[config.mk]
export PLATFORM = sky130hd
export DESIGN_NAME = signed_integer_digit_formatter
export DESIGN_NICKNAME = d
export VERILOG_FILES = /design/src/rtl/core/sidf_pkg.sv /design/src/rtl/core/signed_integer_digit_formatter.sv /design/src/rtl/core/sidf_datapath.sv /design/src/rtl/core/sidf_ctrl.sv
export SDC_FILE = /design/constraint.sdc
export NUM_CORES = 1
export LEC_CHECK = 0
export BUFFER_PORTS_ARGS = -buffer_cell sky130_fd_sc_hd__buf_2
export CAP_MARGIN = 0
export CORE_MARGIN = 3
export CORE_UTILIZATION = 40
export DETAILED_ROUTE_END_ITERATION = 10
export SLEW_MARGIN = 10
export SYNTH_ARGS = -nofsm -noshare
export SYNTH_HDL_FRONTEND = slang
export SYNTH_SLANG_ARGS = --single-unit
[constraint.sdc]
create_clock -name clk_i -period 10.22 [get_ports clk_i]
set_input_delay 0.511 -clock clk_i [delete_from_list [all_inputs] [get_ports clk_i]]
set_output_delay 0.511 -clock clk_i [all_outputs]
set_load 0.03 [all_outputs]
[src/rtl/core/sidf_pkg.sv]
`timescale 1ns / 1ps
// Shared types and constants for the signed integer digit formatter.
package sidf_pkg;

  localparam int unsigned MagBits   = 32;
  localparam int unsigned BcdDigits = 10;

  localparam logic [3:0] GLYPH_ZERO  = 4'd0;
  localparam logic [3:0] GLYPH_BLANK = 4'd10;
  localparam logic [3:0] GLYPH_MINUS = 4'd11;

  // Commands from controller to datapath.
  typedef struct packed {
    logic load;  // capture input item
    logic conv;  // one shift-add-3 step
    logic size;  // digit count, padding and write count
    logic emit;  // advance write index
  } sidf_cmd_t;

  // Status from datapath to controller.
  typedef struct packed {
    logic range_err;  // current input rejected (combinational on inputs)
    logic conv_done;  // final conversion step in progress
    logic emit_last;  // current result is the final one
  } sidf_sts_t;

endpackage

[src/rtl/core/signed_integer_digit_formatter.sv]
`timescale 1ns / 1ps
// Top level of the signed integer digit formatter.
//
// Command port: an item (value, start position, field width, leading-zero
// flag) transfers on a rising edge with start high and busy low. busy stays
// high until the last result of that item has been shown.
// Result port: each result is valid for exactly one cycle with strobe_o
// high; the receiver cannot stall it. last_o marks the final result.
// Sequence: a rejected item (start + width past the display) gives its one
// result in the cycle after the transfer. Otherwise the magnitude
// runs through a 32-step shift-add-3 conversion, one bit per cycle, then
// a sizing step; the results then follow one per cycle, 1 to 9 of them.
// Items do not overlap: the next item transfers only once the last result
// of the one before has been shown.
// Reset: asynchronous, active low; returns the sequencer to idle with busy
// low. No item state is kept across items.
module signed_integer_digit_formatter #(
  parameter int unsigned NUM_DIGITS = 9
) (
  input  logic               clk_i,
  input  logic               rst_ni,
  input  logic               start,
  output logic               busy,
  input  logic signed [31:0] value_i,
  input  logic [3:0]         start_pos_i,
  input  logic [3:0]         field_width_i,
  input  logic               leading_zero_i,
  output logic               strobe_o,
  output logic [3:0]         position_o,
  output logic [3:0]         glyph_o,
  output logic               write_valid_o,
  output logic               range_error_o,
  output logic               last_o
);

  sidf_pkg::sidf_cmd_t cmd;
  sidf_pkg::sidf_sts_t sts;

  // Sequencer: owns busy and the result strobe.
  sidf_ctrl u_ctrl (
    .clk_i    (clk_i),
    .rst_ni   (rst_ni),
    .start_i  (start),
    .busy_o   (busy),
    .strobe_o (strobe_o),
    .cmd_o    (cmd),
    .sts_i    (sts)
  );

  // Conversion and glyph selection; result fields come straight from here.
  sidf_datapath #(
    .NUM_DIGITS (NUM_DIGITS)
  ) u_datapath (
    .clk_i          (clk_i),
    .rst_ni         (rst_ni),
    .cmd_i          (cmd),
    .sts_o          (sts),
    .value_i        (value_i),
    .start_pos_i    (start_pos_i),
    .field_width_i  (field_width_i),
    .leading_zero_i (leading_zero_i),
    .position_o     (position_o),
    .glyph_o        (glyph_o),
    .write_valid_o  (write_valid_o),
    .range_error_o  (range_error_o),
    .last_o         (last_o)
  );

  // Results only show up for an item in flight.
  assert property (@(posedge clk_i) disable iff (!rst_ni) strobe_o |-> busy)
    else $error("result strobe while idle");

  // The final result releases the command port.
  assert property (@(posedge clk_i) disable iff (!rst_ni) (strobe_o && last_o) |=> !busy)
    else $error("busy held after last result");

  // A transfer always starts work.
  assert property (@(posedge clk_i) disable iff (!rst_ni) (start && !busy) |=> busy)
    else $error("transfer did not raise busy");

  // A rejected item gives one result, with no write.
  assert property (@(posedge clk_i) disable iff (!rst_ni)
                   (strobe_o && range_error_o) |-> (!write_valid_o && last_o))
    else $error("range error result malformed");

  // A write never lands past the display.
  assert property (@(posedge clk_i) disable iff (!rst_ni)
                   (strobe_o && write_valid_o) |-> (position_o < 4'(NUM_DIGITS)))
    else $error("write position out of range");

endmodule

[src/rtl/core/sidf_datapath.sv]
`timescale 1ns / 1ps
// Datapath: magnitude, BCD conversion, field sizing and glyph selection.
module sidf_datapath #(
  parameter int unsigned NUM_DIGITS = 9
) (
  input  logic                clk_i,
  input  logic                rst_ni,
  input  sidf_pkg::sidf_cmd_t cmd_i,
  output sidf_pkg::sidf_sts_t sts_o,
  input  logic signed [31:0]  value_i,
  input  logic [3:0]          start_pos_i,
  input  logic [3:0]          field_width_i,
  input  logic                leading_zero_i,
  output logic [3:0]          position_o,
  output logic [3:0]          glyph_o,
  output logic                write_valid_o,
  output logic                range_error_o,
  output logic                last_o
);

  localparam logic [4:0] NumDigitsW = 5'(NUM_DIGITS);

  logic [sidf_pkg::MagBits-1:0] mag_q, mag_d;
  logic [3:0] bcd_q [sidf_pkg::BcdDigits];
  logic [3:0] bcd_d [sidf_pkg::BcdDigits];
  logic [3:0] adj   [sidf_pkg::BcdDigits];
  logic [4:0] step_q;
  logic       neg_q, lz_q, err_q;
  logic [3:0] start_q, width_q;
  logic [3:0] cnt_q, pad_q, total_q, k_q;

  logic [3:0] sig, cnt_d, pad_d, total_d;
  logic [4:0] sum;
  logic       range_err;

  assign range_err = ({1'b0, start_pos_i} + {1'b0, field_width_i}) > NumDigitsW;
  assign mag_d     = value_i[31] ? (~$unsigned(value_i) + 32'd1) : $unsigned(value_i);

  // Shift-add-3 step over all BCD digits in parallel.
  always_comb begin
    for (int i = 0; i < sidf_pkg::BcdDigits; i++) begin
      adj[i] = (bcd_q[i] >= 4'd5) ? bcd_q[i] + 4'd3 : bcd_q[i];
    end
    bcd_d[0] = {adj[0][2:0], mag_q[sidf_pkg::MagBits-1]};
    for (int i = 1; i < sidf_pkg::BcdDigits; i++) begin
      bcd_d[i] = {adj[i][2:0], adj[i-1][3]};
    end
  end

  // Field sizing from the finished BCD digits.
  always_comb begin
    sig = 4'd0;
    for (int i = 0; i < sidf_pkg::BcdDigits; i++) begin
      if (bcd_q[i] != 4'd0) begin
        sig = 4'(i + 1);
      end
    end
    if (sig == 4'd0) begin
      cnt_d = 4'd1;  // zero shows as one digit
    end else if (sig > width_q) begin
      cnt_d = width_q;
    end else begin
      cnt_d = sig;
    end
    pad_d = ((lz_q || !neg_q) && (width_q > cnt_d)) ? width_q - cnt_d : 4'd0;
    sum   = {4'd0, neg_q} + {1'b0, pad_d} + {1'b0, cnt_d};
    total_d = (sum > {1'b0, width_q}) ? width_q : sum[3:0];
  end

  always_ff @(posedge clk_i or negedge rst_ni) begin
    if (!rst_ni) begin
      step_q  <= '0;
      k_q     <= '0;
      total_q <= '0;
      err_q   <= 1'b0;
    end else if (cmd_i.load) begin
      step_q  <= '0;
      k_q     <= '0;
      total_q <= '0;
      err_q   <= range_err;
    end else begin
      if (cmd_i.conv) begin
        step_q <= step_q + 5'd1;
      end
      if (cmd_i.size) begin
        total_q <= total_d;
      end
      if (cmd_i.emit) begin
        k_q <= k_q + 4'd1;
      end
    end
  end

  always_ff @(posedge clk_i) begin
    if (cmd_i.load) begin
      mag_q   <= mag_d;
      neg_q   <= value_i[31];
      lz_q    <= leading_zero_i;
      start_q <= start_pos_i;
      width_q <= field_width_i;
      for (int i = 0; i < sidf_pkg::BcdDigits; i++) begin
        bcd_q[i] <= 4'd0;
      end
    end else if (cmd_i.conv) begin
      mag_q <= {mag_q[sidf_pkg::MagBits-2:0], 1'b0};
      bcd_q <= bcd_d;
    end
    if (cmd_i.size) begin
      cnt_q <= cnt_d;
      pad_q <= pad_d;
    end
  end

  // Write k: minus sign, then padding, then digits from the top down.
  logic [3:0] lead, j, idx, sel;
  always_comb begin
    lead = {3'd0, neg_q} + pad_q;
    j    = k_q - lead;
    idx  = cnt_q - 4'd1 - j;
    if (k_q < {3'd0, neg_q}) begin
      sel = sidf_pkg::GLYPH_MINUS;
    end else if (k_q < lead) begin
      sel = lz_q ? sidf_pkg::GLYPH_ZERO : sidf_pkg::GLYPH_BLANK;
    end else if (idx < 4'(sidf_pkg::BcdDigits)) begin
      sel = bcd_q[idx];
    end else begin
      sel = sidf_pkg::GLYPH_ZERO;
    end
  end

  assign write_valid_o = !err_q && (total_q != 4'd0);
  assign range_error_o = err_q;
  assign last_o        = err_q || (total_q == 4'd0) || (k_q == total_q - 4'd1);
  assign position_o    = write_valid_o ? start_q + k_q : 4'd0;
  assign glyph_o       = write_valid_o ? sel : 4'd0;

  assign sts_o.range_err = range_err;
  assign sts_o.conv_done = (step_q == 5'd31);
  assign sts_o.emit_last = last_o;

endmodule

[src/rtl/core/sidf_ctrl.sv]
`timescale 1ns / 1ps
// Controller: sequences load, conversion, sizing and result emission.
module sidf_ctrl (
  input  logic                clk_i,
  input  logic                rst_ni,
  input  logic                start_i,
  output logic                busy_o,
  output logic                strobe_o,
  output sidf_pkg::sidf_cmd_t cmd_o,
  input  sidf_pkg::sidf_sts_t sts_i
);

  typedef enum logic [3:0] {
    ST_IDLE = 4'b0001,
    ST_CONV = 4'b0010,
    ST_SIZE = 4'b0100,
    ST_EMIT = 4'b1000
  } state_e;

  state_e state_q, state_d;

  always_comb begin
    state_d    = state_q;
    cmd_o      = '0;
    strobe_o   = 1'b0;
    case (state_q)
      ST_IDLE: begin
        if (start_i) begin
          cmd_o.load = 1'b1;
          // Rejected items go straight to their single result.
          state_d = sts_i.range_err ? ST_EMIT : ST_CONV;
        end
      end
      ST_CONV: begin
        cmd_o.conv = 1'b1;
        if (sts_i.conv_done) begin
          state_d = ST_SIZE;
        end
      end
      ST_SIZE: begin
        cmd_o.size = 1'b1;
        state_d    = ST_EMIT;
      end
      ST_EMIT: begin
        cmd_o.emit = 1'b1;
        strobe_o   = 1'b1;
        if (sts_i.emit_last) begin
          state_d = ST_IDLE;
        end
      end
      default: begin
        state_d = ST_IDLE;
      end
    endcase
  end

  always_ff @(posedge clk_i or negedge rst_ni) begin
    if (!rst_ni) begin
      state_q <= ST_IDLE;
    end else begin
      state_q <= state_d;
    end
  end

  assign busy_o = (state_q != ST_IDLE);

endmodule
==> results.yml, run 1 <==
grt:
  grt_usage_pct: 16.2
  antenna_found_initial: 0
  grt_pass1_vias: 5315
  grt-ovfl-total: 0
  grt_first_pass_wirelength_um: 26500
  grt_max_degree: 89
sta:
  period_minus_slack_ns: 7.33
  maxSlewHeadroom_pct: 42.1
  setup_viol: 0
  rsz0062_at_grt: "false"
  fin_crit_sh_pct: 71.7
  worst_pin_slew_ns: 0.868
  clock.fmax_mhz: 136
  fin_ws_ns: 2.89
  setup_tns_ns: 0
  drv_slew: 0
  finalHoldViolations: 0
  skew_ns: 0.00890
drt:
  vias: 5655
  via_per_inst: 5.28
  firstDrtPassIters: 5
  drc_errors: 0
  postRouteWirelength_um: 15700
  wl_per_cell_um: 14.7
  antenna_left: 0
  drt_iter0_drc: 347
placement:
  dp_hpwl_um: 11600
  io_buffer_count: 56
  post-place-ws_ns: 2.96
  place.gp.congestion: 0.827
  numPlacedInstances: 1055
  dpl_cell_area_um2: 7890
worst_setup_path:
  endpoint_kind: "flop"
  r2r_setup_slack_ns: 2.89
  crit_cells: 29
  start_kind: "flop"
  crit_required_ns: 10.50
  max_stage_delay_ns: 0.50
  worstPathMaxFanout: 6
  reg2regPathDepth: 29
  cp.buffers_inverters: 1
  crit_family: "simple AND/OR/NAND/NOR gates"
  cp.arrival_ns: 7.61
  cp_slowest_cell: "nor3b_1"
  worstSetupPathType: "reg -> reg"
  crit_top_cell: "ha_1"
cells_and_area:
  drive_gt1_share_pct: 13.8
  nNetsFinal: 947
  final_cell_mix: "73 x o21ai_0, 70 x nand2_1, 59 x a21oi_1, 58 x ha_1, 57 x nor2_1"
  num_antenna_cells: 0
  final_area_um2: 8200
  area_growth_pct: 11.0
  layout_commonest_cell: "o21ai_0"
  stdcell_count: 1071
clock_tree:
  cts_resized: 0
  cts_tree: "yes"
  cts_sinks: 108
  post_cts_buffers: 0
  ctsRootBufferMaster: "clkbuf_16"
  clk_latency_ns: 0.36
  clkTransAtPathRegs_ns: 0.08
  cts_hold_buf: 0
  cts_max_level: 3
  numCtsBuffers: 9
  cts_buffer_depth: 2
synthesis:
  yosysSeqAreaShare_pct: 37.3
  synth-warning-count: 0
  synthFlopType: "edfxtp_1"
  ys_async_sr_fraction_pct: 16.7
  yosysTopAreaCell: "edfxtp_1"
  synth-seq-cells: 108
  syn_area_per_cell_um2: 9.30
  synth_cell_types: 72
  synth_cells: 794
  syn_nets: 904
  ys_top_cells_by_area: "edfxtp_1 20%, dfxtp_1 11%, ha_1 9.8%, dfrtp_1 5.8%, o21ai_0 4.9%"
  synth_top_cell_area_share_pct: 20.3
  synth-edff-count: 50
  netlist_area_um2: 7380
floorplan:
  core_area_um2: 18000
  rows: 49
  io_pins: 57
  die_h_um: 142
  start_util_pct: 41.0
  die_x_um: 142
  dieArea_um2: 20100
run:
  cap_violations: 0
power:
  power.density_nw_per_um2: 192
  p_leak_uw: 0.00333
  vdd_drop_max_uv: 109
hold_path:
  worstHoldPathType: "in -> async"
status:
  status: "finished, final reports clean"
where the power goes:
part | total [µW] | switching, µW | internal (µW)
logic | 604 | 375 | 229
clock network | 357 | 173 | 184
registers | 616 | 43.9 | 572
per-stage QoR:
step	power, µW	hold slack (ns)	util, %
6_report	1580	0.0745	45.5
5_1_grt	1690	0.0934	45.5
4_1_cts	1600	0.0731	45.5
3_5_place_dp	1240	0.435	43.8
3_3_place_gp	1230	0.429	43.8
2_1_floorplan	1070	0.215	-
cell usage after synthesis (7+ instances only):
library cell,count
a21oi_1,59
clkbuf_1,23
dfrtp_1,17
dfxtp_1,40
edfxtp_1,50
fa_1,8
ha_1,58
inv_1,51
mux2i_1,14
mux4_2,8
nand2_1,71
nand2b_1,16
nand3_1,41
nand4_1,7
nor2_1,57
nor3b_1,16
o21ai_0,73
o21ai_1,19
o31ai_1,7
xnor2_1,24
xor2_1,40
cells by family after synthesis:
group | count (synthesis) | synth area share [%]
DFF | 108 | 37.3
buffers and inverters | 80 | 4.08
AOI/OAI and AO/OA | 197 | 16.0
muxes | 24 | 4.64
adders and majority gates | 66 | 12.0
xor gates and xnor gates | 65 | 7.81
and+or+nand+nor | 254 | 18.2
registers in the layout, indices dropped and copies added (netlist names):
signal / cells
u_ctrl.state_q: 4
u_datapath.bcd_q: 40
u_datapath.cnt_q: 4
u_datapath.k_q: 4
u_datapath.lz_q: 1
u_datapath.mag_q: 32
u_datapath.neg_q: 1
u_datapath.pad_q: 4
u_datapath.range_error_o: 1
u_datapath.start_q: 4
u_datapath.step_q: 5
u_datapath.total_q: 4
u_datapath.width_q: 4
layer usage:
layer	up-vias	share of wire, %	global-route usage (%)
met1	2651	50	23.0
met2	82	45	25.2
met4	0	1.3	4.80
met5	-	0	0
li1	2907	-	-
met3	15	3.7	3.13
area by class of cell:
| cell class | instances | area [µm²] |
|---|---|---|
| timing repair buffer | 61 | 318 |
| tap | 229 | 287 |
| sequential | 108 | 2750 |
| clock buffer | 10 | 250 |
| multi-input combinational | 606 | 4340 |
| fill | 1786 | 9830 |
| inverter | 51 | 191 |
| clock inverter | 6 | 55.1 |
worst paths after layout:
| path | start | endpoint |
|---|---|---|
| setup reg to reg | u_datapath.bcd_q[16] | u_datapath.total_q[3] |
| setup / recovery | u_datapath.bcd_q[16] | u_datapath.total_q[3] |
| min in group clk_i | leading_zero_i | u_datapath.lz_q |
| hold / removal | rst_ni | u_datapath.k_q[1] |
| max in group asynchronous | rst_ni | u_ctrl.state_q[0] |
| hold reg to reg | u_datapath.mag_q[31] | u_datapath.bcd_q[36] |
worst reg2reg max path, delay by kind of cell (launching register included):
kind / cells / cell delay (ns)
compound gates: 8 / 1.97
fa+ha+maj: 6 / 1.67
buf+inv: 1 / 0.08
flops: 1 / 0.37
simple gates: 14 / 3.16
Note: power is estimated with default switching activity, not from simulation.
==> inputs of run 2 (changes only) <==
==> constraint.sdc (replaced) <==
create_clock -name clk_i -period 7.52 [get_ports clk_i]
set_input_delay 0.376 -clock clk_i [delete_from_list [all_inputs] [get_ports clk_i]]
set_output_delay 0.376 -clock clk_i [all_outputs]
set_load 0.03 [all_outputs]
==> run 2 against run 1 <==
- hold slack better by 0.12 ns
- sequential power grew 36%
- core utilization is 0.32 points higher
- die area is the same
- setup slack got worse by 2.3 ns
- sequential cell count is the same
- critical path depth up 1
- register-to-register slack got worse by 2.3 ns
- fmax rose by 5.4%
- global-route usage is 0.35 points higher
- count of clock-buffer cells in the layout is the same
- critical endpoint unchanged
- highest routed layer unchanged
==> results.yml, run 2 (synthesis gave the netlist of run 1 again) <==
worst_setup_path:
  max_stage_delay_ns: 0.42
  r2r_setup_slack_ns: 0.57
  worstSetupPathType: "reg -> reg"
  r2r_start: "u_datapath.bcd_q[20]"
  worstPathMaxFanout: 5
  start_kind: "flop"
  crit_top_cell: "ha_1"
  cp.arrival_ns: 7.22
  cp_slowest_cell: "a2111oi_2"
  timing.rr.end: "u_datapath.total_q[3]"
  endpoint_kind: "flop"
  reg2regPathDepth: 30
  crit_required_ns: 7.79
floorplan:
  start_util_pct: 41.0
  die_x_um: 142
  die_h_um: 142
  rows: 49
  io_pins: 57
  dieArea_um2: 20100
  core_area_um2: 18000
drt:
  routed-wl-met2_um: 7470
  antenna_left: 0
  dr_wl_met3_um: 648
  firstDrtPassIters: 4
  drc_errors: 0
  top_layer: "met4"
  wl_per_cell_um: 15.0
  vias: 5687
  postRouteWirelength_um: 16200
  drt_iter0_drc: 345
  wl_met1_um: 7850
  via_per_inst: 5.30
grt:
  grt-ovfl-total: 0
  grt_first_pass_wirelength_um: 27100
  grt_max_degree: 89
  grt_pass1_vias: 5371
  grt_usage_pct: 16.6
  antenna_found_initial: 0
sta:
  fin_crit_sh_pct: 92.5
  setup_viol: 0
  worst_pin_slew_ns: 0.872
  period_minus_slack_ns: 6.95
  clock.fmax_mhz: 144
  maxSlewHeadroom_pct: 41.9
  finalHoldViolations: 0
  hold_ws_ns: 0.192
  drv_slew: 0
  setup_tns_ns: 0
  skew_ns: 0.00825
power:
  switching_share_pct: 37.3
  p_leak_uw: 0.00336
  clkPwrFrac_pct: 22.6
  power_frac_seq_pct: 38.4
  p_comb_share_pct: 39.0
  power.density_nw_per_um2: 264
  internal-power_uw: 1370
  vdd_drop_max_uv: 159
  netSwitchingPower_uw: 812
run:
  cap_violations: 0
clock_tree:
  cts_max_level: 3
  clk_latency_ns: 0.36
  numCtsBuffers: 9
  ctsRootBufferMaster: "clkbuf_16"
  cts_buffer_depth: 2
  cts_tree: "yes"
  clkTransAtPathRegs_ns: 0.07
  cts_sinks: 108
cells_and_area:
  final_cell_mix: "72 x o21ai_0, 70 x nand2_1, 59 x a21oi_1, 58 x ha_1, 56 x buf_2"
  fillCellCount: 1759
  area_growth_pct: 11.8
  num_antenna_cells: 0
  regMostFlops: "u_datapath.bcd_q"
  layout_commonest_cell: "o21ai_0"
  drive_gt1_share_pct: 14.7
  largest_reg_flops: 40
  nNetsFinal: 950
  stdcell_count: 1074
  largest_registers: "u_datapath.bcd_q (40), u_datapath.mag_q (32), u_datapath.step_q (5)"
hold_path:
  whs_endpoint: "u_datapath.lz_q"
  hold_start: "leading_zero_i"
  hold_depth: 1
  worstHoldPathType: "in -> reg"
placement:
  place.gp.congestion: 0.822
  io_buffer_count: 56
  numPlacedInstances: 1055
  dp_hpwl_um: 11800
status:
  status: "finished, final reports clean"
[run 2: cell count changes in the layout (fill, tap and decap cells not counted), moves of 2 or more]
cell     change
nor3b_1      -3
buf_4        +2
nor2_1       -2
nor2_2       +2
nor3b_2      +2
[run 2: worst max-delay path by stage]
stage	start	end	slack (ns)	cells past startpoint
floorplan	u_datapath.bcd_q[16]	u_datapath.total_q[3]	1.13	30
global placement	u_datapath.bcd_q[17]	u_datapath.total_q[3]	0.48	30
detailed placement	u_datapath.bcd_q[16]	u_datapath.total_q[3]	0.23	30
CTS	u_datapath.bcd_q[16]	u_datapath.total_q[3]	0.23	30
global route	u_datapath.bcd_q[20]	u_datapath.total_q[3]	-0.09	30
finish	u_datapath.bcd_q[20]	u_datapath.total_q[3]	0.57	30
[run 2: layout make-up]
class / instances / area [µm²] / area share (%)
Multi-Input combinational cell: 606 / 4380 / 53.0
Sequential cell: 108 / 2750 / 33.4
Timing Repair Buffer: 64 / 343 / 4.15
Tap cell: 229 / 287 / 3.47
Clock buffer: 10 / 229 / 2.77
Inverter: 51 / 191 / 2.32
Clock inverter: 6 / 71.3 / 0.864
[run 2: power groups by stage]
| stage | Combinational (µW) | Clock, µW | Sequential, µW |
|---|---|---|---|
| after detailed placement | 833 | 0 | 850 |
| after global routing | 964 | 525 | 851 |
| after global placement | 827 | 0 | 847 |
| final | 851 | 492 | 837 |
| after floorplan | 623 | 0 | 833 |
| after CTS | 837 | 507 | 839 |
[run 2: critical path: cells and delay by family (launching register included)]
family,cells,cell delay (ns)
simple gates,13,2.49
buf+inv,1,0.11
fa+ha+maj,6,1.55
compound gates,10,2.36
flops,1,0.36
[run 2: per-stage QoR]
step | area, µm² | worst slack (ns) | total power, µW | utilization (%)
after floorplan | 7380 | 1.13 | 1460 | -
after global placement | 7890 | 0.477 | 1670 | 43.8
after detailed placement | 7890 | 0.229 | 1680 | 43.8
after CTS | 8200 | 0.234 | 2180 | 45.5
after global routing | 8250 | -0.0920 | 2340 | 45.8
final | 8250 | 0.567 | 2180 | 45.8
[run 2: what timing repair did]
item,4_1_cts,5_1_grt
gates resized for setup,0,10
setup buffers,0,2
setup endpoints to repair,0,4
endpoints found under the hold margin,17,0
hold buffers,1,0
[run 2: layer usage]
| metal | up-vias | global-route usage (%) |
|---|---|---|
| li1 | 2918 | - |
| met1 | 2674 | 23.2 |
| met2 | 80 | 26.1 |
| met3 | 15 | 4.01 |
| met4 | 0 | 3.89 |
| met5 | - | 0 |
